### src/rtl/core/mbsp_pkg.sv
// ----------------------------------------------------------------------------
// MIDI byte stream parser package
// Types and constants shared by the parser, its status decoder and its checker.
// ----------------------------------------------------------------------------
package mbsp_pkg;

    // Event kinds reported on the result channel.
    localparam logic [2:0] EV_MESSAGE      = 3'd0;
    localparam logic [2:0] EV_START        = 3'd1;
    localparam logic [2:0] EV_CONTINUE     = 3'd2;
    localparam logic [2:0] EV_STOP         = 3'd3;
    localparam logic [2:0] EV_ACTIVE_SENSE = 3'd4;

    // Message type codes.
    localparam logic [3:0] MT_NOTE_OFF      = 4'd0;
    localparam logic [3:0] MT_NOTE_ON       = 4'd1;
    localparam logic [3:0] MT_QUARTER_FRAME = 4'd7;
    localparam logic [3:0] MT_SONG_POSITION = 4'd8;
    localparam logic [3:0] MT_SONG_SELECT   = 4'd9;

    // Real-time bytes that are reported.
    localparam logic [7:0] RT_START        = 8'hFA;
    localparam logic [7:0] RT_CONTINUE     = 8'hFB;
    localparam logic [7:0] RT_STOP         = 8'hFC;
    localparam logic [7:0] RT_ACTIVE_SENSE = 8'hFE;

    // System common status bytes that are parsed.
    localparam logic [7:0] ST_QUARTER_FRAME = 8'hF1;
    localparam logic [7:0] ST_SONG_POSITION = 8'hF2;
    localparam logic [7:0] ST_SONG_SELECT   = 8'hF3;
    localparam logic [7:0] ST_TUNE_REQUEST  = 8'hF6;

    // Parse phase.
    typedef enum logic [1:0] {
        PH_STATUS = 2'd0,
        PH_DATA_A = 2'd1,
        PH_DATA_B = 2'd2,
        PH_SKIP   = 2'd3
    } t_phase;

    // What a status byte asks of the parser.
    typedef struct packed {
        logic       skip;   // unknown status or sysex: skip data bytes
        logic [1:0] need;   // data bytes that follow (0 to 2)
        logic [3:0] mtype;  // message type
    } t_status_info;

    // One result item.
    typedef struct packed {
        logic [2:0] event_kind;
        logic [7:0] status_value;
        logic [6:0] data_first;
        logic [6:0] data_second;
        logic [1:0] byte_count;
        logic [3:0] message_type;
        logic       used_running_status;
    } t_event;

endpackage

### src/rtl/core/mbsp_in_if.sv
// ----------------------------------------------------------------------------
// MIDI byte channel
// Valid/ready channel that carries one received MIDI byte per transfer.
// ----------------------------------------------------------------------------
interface mbsp_in_if;

    logic       valid;
    logic       ready;
    logic [7:0] rx_byte;

    modport source (output valid, output rx_byte, input ready);
    modport sink   (input valid, input rx_byte, output ready);

endinterface

### src/rtl/core/mbsp_out_if.sv
// ----------------------------------------------------------------------------
// MIDI event channel
// Valid/ready channel that carries one parsed MIDI event per transfer.
// ----------------------------------------------------------------------------
interface mbsp_out_if;

    logic       valid;
    logic       ready;
    logic [2:0] event_kind;
    logic [7:0] status_value;
    logic [6:0] data_first;
    logic [6:0] data_second;
    logic [1:0] byte_count;
    logic [3:0] message_type;
    logic       used_running_status;

    modport source (
        output valid, output event_kind, output status_value, output data_first,
        output data_second, output byte_count, output message_type,
        output used_running_status, input ready
    );
    modport sink (
        input valid, input event_kind, input status_value, input data_first,
        input data_second, input byte_count, input message_type,
        input used_running_status, output ready
    );

endinterface

### src/rtl/core/midi_byte_stream_parser.sv
// ----------------------------------------------------------------------------
// MIDI byte stream parser
// Each byte passes from the input register through the parse step, and its
// result is loaded into the result register once that register is free.
// The parser takes one byte per cycle while the result register is free.
// Reset (synchronous, active low) empties both registers, sets the parser to
// wait for a status byte with no status held, and enables parsing.
// ----------------------------------------------------------------------------
module midi_byte_stream_parser import mbsp_pkg::*; (
    input  logic         i_clk,
    input  logic         i_rst_n,
    input  logic         i_cfg_wr_en,
    input  logic         i_cfg_wr_data,
    mbsp_in_if.sink      i_rx,
    mbsp_out_if.source   o_ev
);

    // The design is a two-register pipeline. The input register holds one
    // received byte. In the cycle that byte leaves the input register, the
    // parse state is updated and, where the byte completes a message or is a
    // reported real-time byte, the result register is loaded. The result
    // register may hold a finished event while the next byte is transferred
    // in, so both sides keep moving as long as the consumer keeps up.

    // Configuration.
    logic         r_parse_enable;

    // Input register.
    logic         r_in_valid;
    logic [7:0]   r_in_byte;

    // Parse state.
    t_phase       r_phase,        n_phase;
    logic [7:0]   r_held_status,  n_held_status;
    logic [6:0]   r_held_first,   n_held_first;
    logic [3:0]   r_held_type,    n_held_type;
    logic [1:0]   r_held_count,   n_held_count;
    logic         r_held_running, n_held_running;

    // Result register.
    logic         r_out_valid;
    t_event       r_out,          n_out;
    logic         n_out_load;

    logic         w_out_free;
    logic         w_go;
    logic         w_realtime;
    logic         w_is_status;
    logic         w_parse;
    logic [7:0]   w_dec_in;
    t_status_info w_dec;

    // The result register can take a new event when it is empty or its event
    // is being transferred out in this cycle.
    assign w_out_free = !r_out_valid || o_ev.ready;
    assign w_go       = r_in_valid && w_out_free;

    assign i_rx.ready = !r_in_valid || w_out_free;

    // Bytes F8 to FF are real-time bytes and never touch the parse state.
    assign w_realtime  = (r_in_byte[7:3] == 5'b11111);
    assign w_is_status = r_in_byte[7];
    assign w_parse     = w_go && !w_realtime && r_parse_enable;

    // A status byte is decoded directly; a data byte arriving while waiting
    // for status reuses the held status byte (running status).
    assign w_dec_in = w_is_status ? r_in_byte : r_held_status;

    mbsp_status_decode u_decode (
        .i_status (w_dec_in),
        .o_info   (w_dec)
    );

    // Next parse state.
    always_comb begin
        n_phase        = r_phase;
        n_held_status  = r_held_status;
        n_held_first   = r_held_first;
        n_held_type    = r_held_type;
        n_held_count   = r_held_count;
        n_held_running = r_held_running;
        if (w_parse) begin
            if (w_is_status) begin
                // A new status byte always starts over, dropping any partly
                // received message.
                n_held_status  = r_in_byte;
                n_held_running = 1'b0;
                if (w_dec.skip) begin
                    n_phase = PH_SKIP;
                end else if (w_dec.need == 2'd0) begin
                    n_phase = PH_STATUS;
                end else begin
                    n_held_type  = w_dec.mtype;
                    n_held_count = 2'd1;
                    n_phase      = (w_dec.need == 2'd2) ? PH_DATA_A : PH_DATA_B;
                end
            end else begin
                case (r_phase)
                    PH_STATUS: begin
                        // Running status: the data byte starts a new message
                        // under the held status, if there is one to use.
                        if (r_held_status != 8'h00) begin
                            if (w_dec.skip) begin
                                n_phase = PH_SKIP;
                            end else if (w_dec.need != 2'd0) begin
                                n_held_type    = w_dec.mtype;
                                n_held_running = 1'b1;
                                if (w_dec.need == 2'd2) begin
                                    n_held_first = r_in_byte[6:0];
                                    n_held_count = 2'd2;
                                    n_phase      = PH_DATA_B;
                                end else begin
                                    n_held_count = 2'd1;
                                    n_phase      = PH_STATUS;
                                end
                            end
                        end
                    end
                    PH_DATA_A: begin
                        n_held_first = r_in_byte[6:0];
                        n_held_count = 2'd2;
                        n_phase      = PH_DATA_B;
                    end
                    PH_DATA_B: begin
                        n_phase = PH_STATUS;
                    end
                    PH_SKIP: begin
                        n_phase = PH_SKIP;
                    end
                    default: begin
                        n_phase = PH_STATUS;
                    end
                endcase
            end
        end
    end

    // Result of the byte in the input register.
    always_comb begin
        logic       v_complete;
        logic [1:0] v_count;
        logic [3:0] v_type;
        logic       v_running;

        n_out      = '0;
        n_out_load = 1'b0;

        // A data byte completes a message in the last-data phase, or while
        // waiting for status when the held status needs just one data byte.
        v_complete = !w_is_status &&
                     ((r_phase == PH_DATA_B) ||
                      ((r_phase == PH_STATUS) && (r_held_status != 8'h00) &&
                       !w_dec.skip && (w_dec.need == 2'd1)));
        v_count    = (r_phase == PH_DATA_B) ? r_held_count : 2'd1;
        v_type     = (r_phase == PH_DATA_B) ? r_held_type : w_dec.mtype;
        v_running  = (r_phase == PH_DATA_B) ? r_held_running : 1'b1;

        if (w_realtime) begin
            n_out.status_value = r_in_byte;
            n_out.byte_count   = 2'd1;
            n_out_load         = 1'b1;
            case (r_in_byte)
                RT_START:        n_out.event_kind = EV_START;
                RT_CONTINUE:     n_out.event_kind = EV_CONTINUE;
                RT_STOP:         n_out.event_kind = EV_STOP;
                RT_ACTIVE_SENSE: n_out.event_kind = EV_ACTIVE_SENSE;
                default: begin
                    // Clock, undefined real-time bytes and reset are ignored.
                    n_out.event_kind = EV_MESSAGE;
                    n_out_load       = 1'b0;
                end
            endcase
        end else if (r_parse_enable && v_complete) begin
            n_out_load                = 1'b1;
            n_out.event_kind          = EV_MESSAGE;
            n_out.status_value        = r_held_status;
            n_out.used_running_status = v_running;
            if (v_count == 2'd2) begin
                n_out.data_first  = r_held_first;
                n_out.data_second = r_in_byte[6:0];
                n_out.byte_count  = 2'd3;
            end else begin
                n_out.data_first  = r_in_byte[6:0];
                n_out.data_second = 7'd0;
                n_out.byte_count  = 2'd2;
            end
            // A note-on with zero velocity is reported as a note-off.
            if ((v_type == MT_NOTE_ON) && (v_count == 2'd2) &&
                (r_in_byte[6:0] == 7'd0)) begin
                n_out.message_type = MT_NOTE_OFF;
            end else begin
                n_out.message_type = v_type;
            end
        end
    end

    // Control registers.
    always_ff @(posedge i_clk) begin
        if (!i_rst_n) begin
            r_parse_enable <= 1'b1;
            r_in_valid     <= 1'b0;
            r_out_valid    <= 1'b0;
            r_phase        <= PH_STATUS;
            r_held_status  <= 8'h00;
            r_held_first   <= 7'd0;
            r_held_type    <= MT_NOTE_OFF;
            r_held_count   <= 2'd0;
            r_held_running <= 1'b0;
        end else begin
            if (i_cfg_wr_en) begin
                r_parse_enable <= i_cfg_wr_data;
            end
            if (i_rx.valid && i_rx.ready) begin
                r_in_valid <= 1'b1;
            end else if (w_go) begin
                r_in_valid <= 1'b0;
            end
            if (w_go) begin
                r_out_valid <= n_out_load;
            end else if (o_ev.ready) begin
                r_out_valid <= 1'b0;
            end
            r_phase        <= n_phase;
            r_held_status  <= n_held_status;
            r_held_first   <= n_held_first;
            r_held_type    <= n_held_type;
            r_held_count   <= n_held_count;
            r_held_running <= n_held_running;
        end
    end

    // Payload registers.
    always_ff @(posedge i_clk) begin
        if (i_rx.valid && i_rx.ready) begin
            r_in_byte <= i_rx.rx_byte;
        end
        if (w_go && n_out_load) begin
            r_out <= n_out;
        end
    end

    assign o_ev.valid               = r_out_valid;
    assign o_ev.event_kind          = r_out.event_kind;
    assign o_ev.status_value        = r_out.status_value;
    assign o_ev.data_first          = r_out.data_first;
    assign o_ev.data_second         = r_out.data_second;
    assign o_ev.byte_count          = r_out.byte_count;
    assign o_ev.message_type        = r_out.message_type;
    assign o_ev.used_running_status = r_out.used_running_status;

endmodule

### src/rtl/core/mbsp_status_decode.sv
// ----------------------------------------------------------------------------
// MIDI status decoder
// Maps a status byte to its message type and the number of data bytes.
// ----------------------------------------------------------------------------
module mbsp_status_decode import mbsp_pkg::*; (
    input  logic [7:0]   i_status,
    output t_status_info o_info
);

    always_comb begin
        o_info = '{skip: 1'b1, need: 2'd0, mtype: MT_NOTE_OFF};
        if (i_status[7] && (i_status[6:4] != 3'b111)) begin
            // Channel voice: program and pressure carry one data byte.
            o_info.skip  = 1'b0;
            o_info.mtype = {1'b0, i_status[6:4]};
            o_info.need  = ((i_status[6:4] == 3'd4) || (i_status[6:4] == 3'd5))
                           ? 2'd1 : 2'd2;
        end else begin
            case (i_status)
                ST_QUARTER_FRAME: begin
                    o_info = '{skip: 1'b0, need: 2'd1, mtype: MT_QUARTER_FRAME};
                end
                ST_SONG_POSITION: begin
                    o_info = '{skip: 1'b0, need: 2'd2, mtype: MT_SONG_POSITION};
                end
                ST_SONG_SELECT: begin
                    o_info = '{skip: 1'b0, need: 2'd1, mtype: MT_SONG_SELECT};
                end
                ST_TUNE_REQUEST: begin
                    o_info = '{skip: 1'b0, need: 2'd0, mtype: MT_NOTE_OFF};
                end
                default: begin
                    o_info = '{skip: 1'b1, need: 2'd0, mtype: MT_NOTE_OFF};
                end
            endcase
        end
    end

endmodule

### src/flat_wrapper.sv
// flat-port wrapper written by rule: the top's interface ports become plain ports
module midi_byte_stream_parser_flat import mbsp_pkg::*;
  (i_clk, i_rst_n, i_cfg_wr_en, i_cfg_wr_data, i_rx_valid, i_rx_rx_byte, i_rx_ready, o_ev_valid, o_ev_event_kind, o_ev_status_value, o_ev_data_first, o_ev_data_second, o_ev_byte_count, o_ev_message_type, o_ev_used_running_status, o_ev_ready);
  mbsp_in_if i_rx_i ();
  mbsp_out_if o_ev_i ();
  input  logic i_clk;
  input  logic i_rst_n;
  input  logic i_cfg_wr_en;
  input  logic i_cfg_wr_data;
  input wire logic [$bits(i_rx_i.valid)-1:0] i_rx_valid;
  input wire logic [$bits(i_rx_i.rx_byte)-1:0] i_rx_rx_byte;
  output wire logic [$bits(i_rx_i.ready)-1:0] i_rx_ready;
  output wire logic [$bits(o_ev_i.valid)-1:0] o_ev_valid;
  output wire logic [$bits(o_ev_i.event_kind)-1:0] o_ev_event_kind;
  output wire logic [$bits(o_ev_i.status_value)-1:0] o_ev_status_value;
  output wire logic [$bits(o_ev_i.data_first)-1:0] o_ev_data_first;
  output wire logic [$bits(o_ev_i.data_second)-1:0] o_ev_data_second;
  output wire logic [$bits(o_ev_i.byte_count)-1:0] o_ev_byte_count;
  output wire logic [$bits(o_ev_i.message_type)-1:0] o_ev_message_type;
  output wire logic [$bits(o_ev_i.used_running_status)-1:0] o_ev_used_running_status;
  input wire logic [$bits(o_ev_i.ready)-1:0] o_ev_ready;
  assign i_rx_i.valid = i_rx_valid;
  assign i_rx_i.rx_byte = i_rx_rx_byte;
  assign i_rx_ready = i_rx_i.ready;
  assign o_ev_valid = o_ev_i.valid;
  assign o_ev_event_kind = o_ev_i.event_kind;
  assign o_ev_status_value = o_ev_i.status_value;
  assign o_ev_data_first = o_ev_i.data_first;
  assign o_ev_data_second = o_ev_i.data_second;
  assign o_ev_byte_count = o_ev_i.byte_count;
  assign o_ev_message_type = o_ev_i.message_type;
  assign o_ev_used_running_status = o_ev_i.used_running_status;
  assign o_ev_i.ready = o_ev_ready;
  midi_byte_stream_parser u_core (.i_clk(i_clk), .i_rst_n(i_rst_n), .i_cfg_wr_en(i_cfg_wr_en), .i_cfg_wr_data(i_cfg_wr_data), .i_rx(i_rx_i), .o_ev(o_ev_i));
endmodule
### config.mk
export PLATFORM = sky130hd
export DESIGN_NAME = midi_byte_stream_parser_flat
export DESIGN_NICKNAME = d
export VERILOG_FILES = /design/src/rtl/core/mbsp_pkg.sv /design/src/rtl/core/mbsp_in_if.sv /design/src/rtl/core/mbsp_out_if.sv /design/src/rtl/core/midi_byte_stream_parser.sv /design/src/rtl/core/mbsp_status_decode.sv /design/src/flat_wrapper.sv
export SDC_FILE = /design/constraint.sdc
export NUM_CORES = 1
export LEC_CHECK = 0
export BUFFER_PORTS_ARGS = -buffer_cell sky130_fd_sc_hd__buf_2
export CAP_MARGIN = 25
export CELL_PAD_IN_SITES_DETAIL_PLACEMENT = 1
export CELL_PAD_IN_SITES_GLOBAL_PLACEMENT = 1
export CORE_MARGIN = 4
export CORE_UTILIZATION = 41
export CTS_BUF_LIST = sky130_fd_sc_hd__clkbuf_8
export DETAILED_ROUTE_END_ITERATION = 16
export PLACE_DENSITY_LB_ADDON = 0.1
export REMOVE_ABC_BUFFERS = 1
export SKIP_CTS_REPAIR_TIMING = 1
export SYNTH_ARGS = -nofsm -noshare
export SYNTH_HDL_FRONTEND = slang
export SYNTH_SLANG_ARGS = --single-unit
### constraint.sdc
create_clock -name i_clk -period 2.73 [get_ports i_clk]
set_input_delay 0.546 -clock i_clk [delete_from_list [all_inputs] [get_ports i_clk]]
set_output_delay 0.546 -clock i_clk [all_outputs]
set_load 0.05 [all_outputs]
After elaboration in Yosys (flattened, before gate mapping)
Index checks and enable logic that the tools add are counted.

storage, ports and cells
  logic and storage cells = 147
  register bits = 67
  output and inout port bits = 34
  bits of input ports = 14

operators by class
  equal/unequal tests = 29
  bitwise logic cells = 4
  muxes and demuxes = 53
  reduce and logical (&&, ||, !) cells = 43

operators by type and width
  cell                count
  $eq 8x8->1 const B  8
  $mux 4              9
  $mux 7              5
  $mux 2              17
  $mux 29             1
  $pmux 7 s4          1
  $mux 16             1
  $pmux 7 s2          1
  $reduce_and 7->1    2
  $reduce_bool 2->1   7
  $logic_and 1x1->1   13
  $mux 1              13
  $pmux 3 s4          1
  $mux 11             1
  $eq 2x2->1 const B  4
  $mux 8              1
  $ne 2x1->1 const B  4
  $pmux 2 s4          1
  $reduce_bool 8->1   1
  $logic_not 7->1     1
  $eq 3x3->1 const B  2
  $ne 2x2->1 const B  3
  $ne 3x1->1 const B  2
  $reduce_and 6->1    1
  other kinds (16)    29

Longest topological paths before layout
  word-level depth = 14
  depth in mapped cells = 8
  mapped depth without buffers = 7

Hierarchy
Synthesis repeated with hierarchy kept, for this count alone.

second synthesis, totals
  cells, all modules = 305
  area, all modules = 3158.0 µm²

by module, submodules not included
  module                   area each (µm²)  cells each  times used  seq. area each (µm²)
  midi_byte_stream_parser  3014.1           282         1           1741.7
  mbsp_status_decode       143.9            23          1           0.0

Worst setup path after synthesis
Ideal clock, no wire load.

  kind = register to register
  from = register u_core.r_in_byte[3]
  to = register u_core.r_out, in the netlist u_core.o_ev.byte_count[0], enable pin
  path slack = -0.057 ns
  path buffers = 0
  stages on the path, launching flop included = 7
  data required time = 2.343 ns
  setup time = 0.387 ns
  data arrival time = 2.400 ns
  clock period less this slack = 2.787 ns
  cells stage by stage = edfxtp_1 -> or3b_1 -> a221o_1 -> a211oi_1 -> o21bai_1 -> clkinv_1 -> o211a_1

on the way
  longest elaborated chain between the ends = 13
  elaborated cells on any way between the ends = 24
  those cells by class = eq/ne: 10; mux: 6; reduce/logical: 8

RTL lines
  what                    RTL line                        RTL
  start, declared         midi_byte_stream_parser.sv:30   logic [7:0] r_in_byte;
  start signal, assigned  midi_byte_stream_parser.sv:235  r_in_byte <= i_rx.rx_byte;
  $mux 8                  midi_byte_stream_parser.sv:67   assign w_dec_in = w_is_status ? r_in_byte : r_held_status;
  $eq 8x8->1              mbsp_status_decode.sv:19        case (i_status)
  $pmux 7 s4              mbsp_status_decode.sv:19
  $mux 7                  mbsp_status_decode.sv:12        if (i_status[7] && (i_status[6:4] != 3'b111)) begin
  $logic_not 1->1         midi_byte_stream_parser.sv:153  !w_dec.skip && (w_dec.need == 2'd1)));
  $logic_and 1x1->1       midi_byte_stream_parser.sv:152  ((r_phase == PH_STATUS) && (r_held_status != 8'h00) &&
  $logic_and 1x1->1       midi_byte_stream_parser.sv:153
  $logic_or 1x1->1        midi_byte_stream_parser.sv:151  ((r_phase == PH_DATA_B) ||
  $logic_and 1x1->1       midi_byte_stream_parser.sv:150  v_complete = !w_is_status &&
  $logic_and 1x1->1       midi_byte_stream_parser.sv:173  end else if (r_parse_enable && v_complete) begin
  $mux 1                  midi_byte_stream_parser.sv:173
  $mux 1 (*)              midi_byte_stream_parser.sv:158  if (w_realtime) begin
  $logic_and 1x1->1 (*)   midi_byte_stream_parser.sv:237  if (w_go && n_out_load) begin
  end signal, assigned    midi_byte_stream_parser.sv:238  r_out <= n_out;
  end, declared           midi_byte_stream_parser.sv:42   t_event r_out, n_out;

Mark *: on every way between the ends. The rest lies on a longest branch, timed or not.
A chain may end at the register's enable or synchronous reset.

Worst setup path after layout
  from = register u_core.r_in_byte[7]
  to = register u_core.r_phase[1]

on the way
  longest elaborated chain between the ends = 12
  elaborated cells on any way between the ends = 32
  those cells by class = eq/ne: 11; mux: 13; reduce/logical: 8

RTL lines
  what                                             RTL line                        RTL
  branches (longest 12 deep; another with $mux 8)  -
  end signal, assigned                             midi_byte_stream_parser.sv:223  r_phase <= n_phase;
  end, declared                                    midi_byte_stream_parser.sv:33   t_phase r_phase, n_phase;

Several ways; the timed one is not identified. The select of a mux whose other input is x is not followed.

==> run metrics <==
Port-buffer cells=47; CTS root buffer=clkbuf_8; WL/cell=between 15 and 20 um; antenna violations before repair=0; worst-margin pin slew=a little over 500 ps; reg-to-reg startpoint=u_core.r_in_byte[7]$_DFFE_PP_; area of the mapped netlist=slightly above 3000 um^2; antenna cells=0; Num CTS Buffers=9; Top-Level Pins=48; global routing's busiest layer=met2; die height=about 94 um; Critical R2R Capture=u_core.r_phase[1]$_SDFFE_PN0P_; Max VDD drop=between 0.2 and 0.3 mV; Tmin final=2520 ps; Yosys warning count=0; Tot GR Track Use=21.1%; Worst-path clk slew=around 70 ps; FFs w/ async S/R, synth=0%; most frequent cells in the layout=nand2_1 (47), buf_2 (47), edfxtp_1 (40); met3 Track Usage GR=approximately 5%; total grt overflow=0; status=complete, no violations; Setup Crit Path Kind=flop to flop; Worst Hold Endpoint=u_core.r_in_byte[4]$_DFFE_PP_; Worst Skew=a little under 9 ps; Hold Path Depth=1; RSZ-0062 raised after global routing=no; Slew HR=about 66%; Initial Util=between 40% and 50%; area share of the largest cell type after synthesis=39.4%; area taken by multi-input logic gates=approximately 1200 um^2; TritonCTS clock tree=built; synthesis-to-finish area growth=25.1%; vias=between 2000 and 3000; vias in the first global route=2658; pins over their slew limit=0; H-tree Lvls=3; Final Hold Vio Count=0; Data arrival, critical path=2740 ps; final setup fails=0; Seq/Total Area, Yosys=approximately 57%; placed wire-length estimate=roughly 6.5 mm; post-synthesis sequential element count=67; Synth cell types=between 50 and 60; drt initial violations=around 140; drt drc=0; CTS sink cnt=67; met1 usage=between 20% and 30%; period utilisation layout=just over 90%; crit path launch type=flop; routed wire length=approximately 8.7 mm; Via-to-Cell Ratio=5.36; CP Max Fanout=9; Die ar.=just under 9000 um^2; DRT Pass-1 Iters=4; met2 usage=between 30% and 40%; Final Core Density=around 53%; Placer Congestion=roughly 0.97; top_reg_cell synth=edfxtp_1; largest net degree at the start of global routing=32; achievable frequency=397 MHz; Skew-Pair Late Insertion Delay=between 300 and 400 ps; Area contributors post-synth=edfxtp_1 (39%), dfxtp_1 (18%), mux2i_1 (5.9%); power after layout=2.24 mW; Hold/Removal Path Class=input port to flop; reg2reg setup slack=~210 ps; ANT nets after route=0; Die Wd=94.2 um; CP endpoint kind=flop; Mapped Cells=294; first-pass GRT wire length=14.0 mm; fin nets=between 300 and 400; largest area contributor in the netlist=edfxtp_1; number of synthesized flops with an enable pin=40; Static Leak=between 1.5 and 2 nW; layout filler cell count=836; share of layout cells above drive strength 1=26.1%; path depth of the worst reg2reg path=7; Core ar.=between 7000 and 8000 um^2; Pwr per Cell Area=between 500 and 600 nW/um^2; max_cap viols=0; Avg Synthesized Cell Area=between 10 and 15 um^2; area occupied by registers=roughly 1700 um^2; CP required=between 2000 and 3000 ps; Site Rows=31; hold_sp=i_rx_rx_byte[4]; CTS max path bufs=2
[routing by layer]
metal  vias up  share of wire [%]  wire length [um]
li1       1208                  -                 -
met5         -                  0                 0
met1      1223                 46              3960
met4         0                3.0               256
met2        78                 45              3940
met3        17                5.9               508
[synthesized netlist by cell type, types with 2 or more instances]
cell type   n
nand2_1    47
edfxtp_1   40
nor2_1     29
dfxtp_1    27
mux2i_1    18
a21oi_1    17
o21ai_0    13
clkbuf_1   11
inv_1      10
and2_1      9
nand3_1     7
nand3b_1    4
nor3_1      4
a22o_1      3
a311oi_1    3
nand2b_1    3
nor4_1      3
a211o_1     2
a211oi_1    2
a221o_1     2
and3_1      2
buf_1       2
clkinv_1    2
mux2_2      2
nand4_1     2
nor2b_1     2
nor3b_1     2
o21bai_1    2
or4_1       2
[worst max path at each step]
stage                                   from                                      end  slack [ps]
6_report       u_core.r_in_byte[7]$_DFFE_PP_           u_core.r_phase[1]$_SDFFE_PN0P_         210
5_1_grt        u_core.r_in_byte[7]$_DFFE_PP_      u_core.r_held_first[2]$_SDFFE_PN0P_           7
2_1_floorplan  u_core.r_in_byte[7]$_DFFE_PP_  u_core.o_ev.byte_count[0]$_SDFFCE_PP1P_        -480
3_3_place_gp   u_core.r_in_byte[7]$_DFFE_PP_           u_core.r_phase[1]$_SDFFE_PN0P_         280
4_1_cts        u_core.r_in_byte[7]$_DFFE_PP_           u_core.r_phase[1]$_SDFFE_PN0P_         170
3_5_place_dp   u_core.r_in_byte[7]$_DFFE_PP_           u_core.r_phase[1]$_SDFFE_PN0P_         190
[critical path, stage by stage (launching register included)]
cell and delay, ps:
edfxtp_1 510, or3_1 390, a222oi_1 410, buf_4 200, nand2_1 120, and3_1 230, a2111oi_1 440, o41ai_1 100
[flip-flops by register name (all words and copies together) (netlist names)]
register / cells
u_core.o_ev.message_type: 4
u_core.r_held_count: 2
u_core.r_parse_enable: 1
u_core.r_held_status: 8
u_core.o_ev.data_first: 7
u_core.r_in_valid: 1
u_core.o_ev.event_kind: 3
u_core.r_in_byte: 8
u_core.r_phase: 2
u_core.o_ev.used_running_status: 1
u_core.o_ev.data_second: 7
u_core.o_ev.byte_count: 2
u_core.o_ev.status_value: 8
u_core.o_ev.valid: 1
u_core.r_held_running: 1
u_core.r_held_type: 4
u_core.r_held_first: 7
[metrics by stage]
step	setup WS [ps]	hold WS (ps)	area [um^2]	instances	setup TNS (ps)
after floorplan	-480	421	3000	281	-15350
after global placement	280	432	3590	455	0
after detailed placement	188	436	3590	455	0
after CTS	174	368	3810	471	0
after global routing	6.99	362	3810	471	0
final	209	376	3810	471	0
[final cells by class]
type | count | share of cell area [%]
Timing Repair Buffer | 75 | 12.3
Clock buffer | 10 | 3.61
Tap cell | 99 | 3.25
Multi-Input combinational cell | 202 | 31.8
Sequential cell | 67 | 45.7
Inverter | 12 | 1.18
Clock inverter | 6 | 2.13
[power by group]
part           switching, mW  total (mW)  internal [mW]
sequential            0.0250        1.11           1.09
clock                  0.375       0.908          0.533
combinational          0.137       0.222         0.0850
total                  0.537        2.24           1.71
[logic make-up after synthesis]
family                    after synthesis  synth area share [%]
muxes                                  20                  6.65
buffers and inverters                  25                  3.08
xor gates and xnor gates                1                 0.287
AOI/OAI and AO/OA                      59                  13.9
DFF                                    67                  57.1
and+or+nand+nor                       122                  19.0
Note: power is estimated with default switching activity, not from simulation.
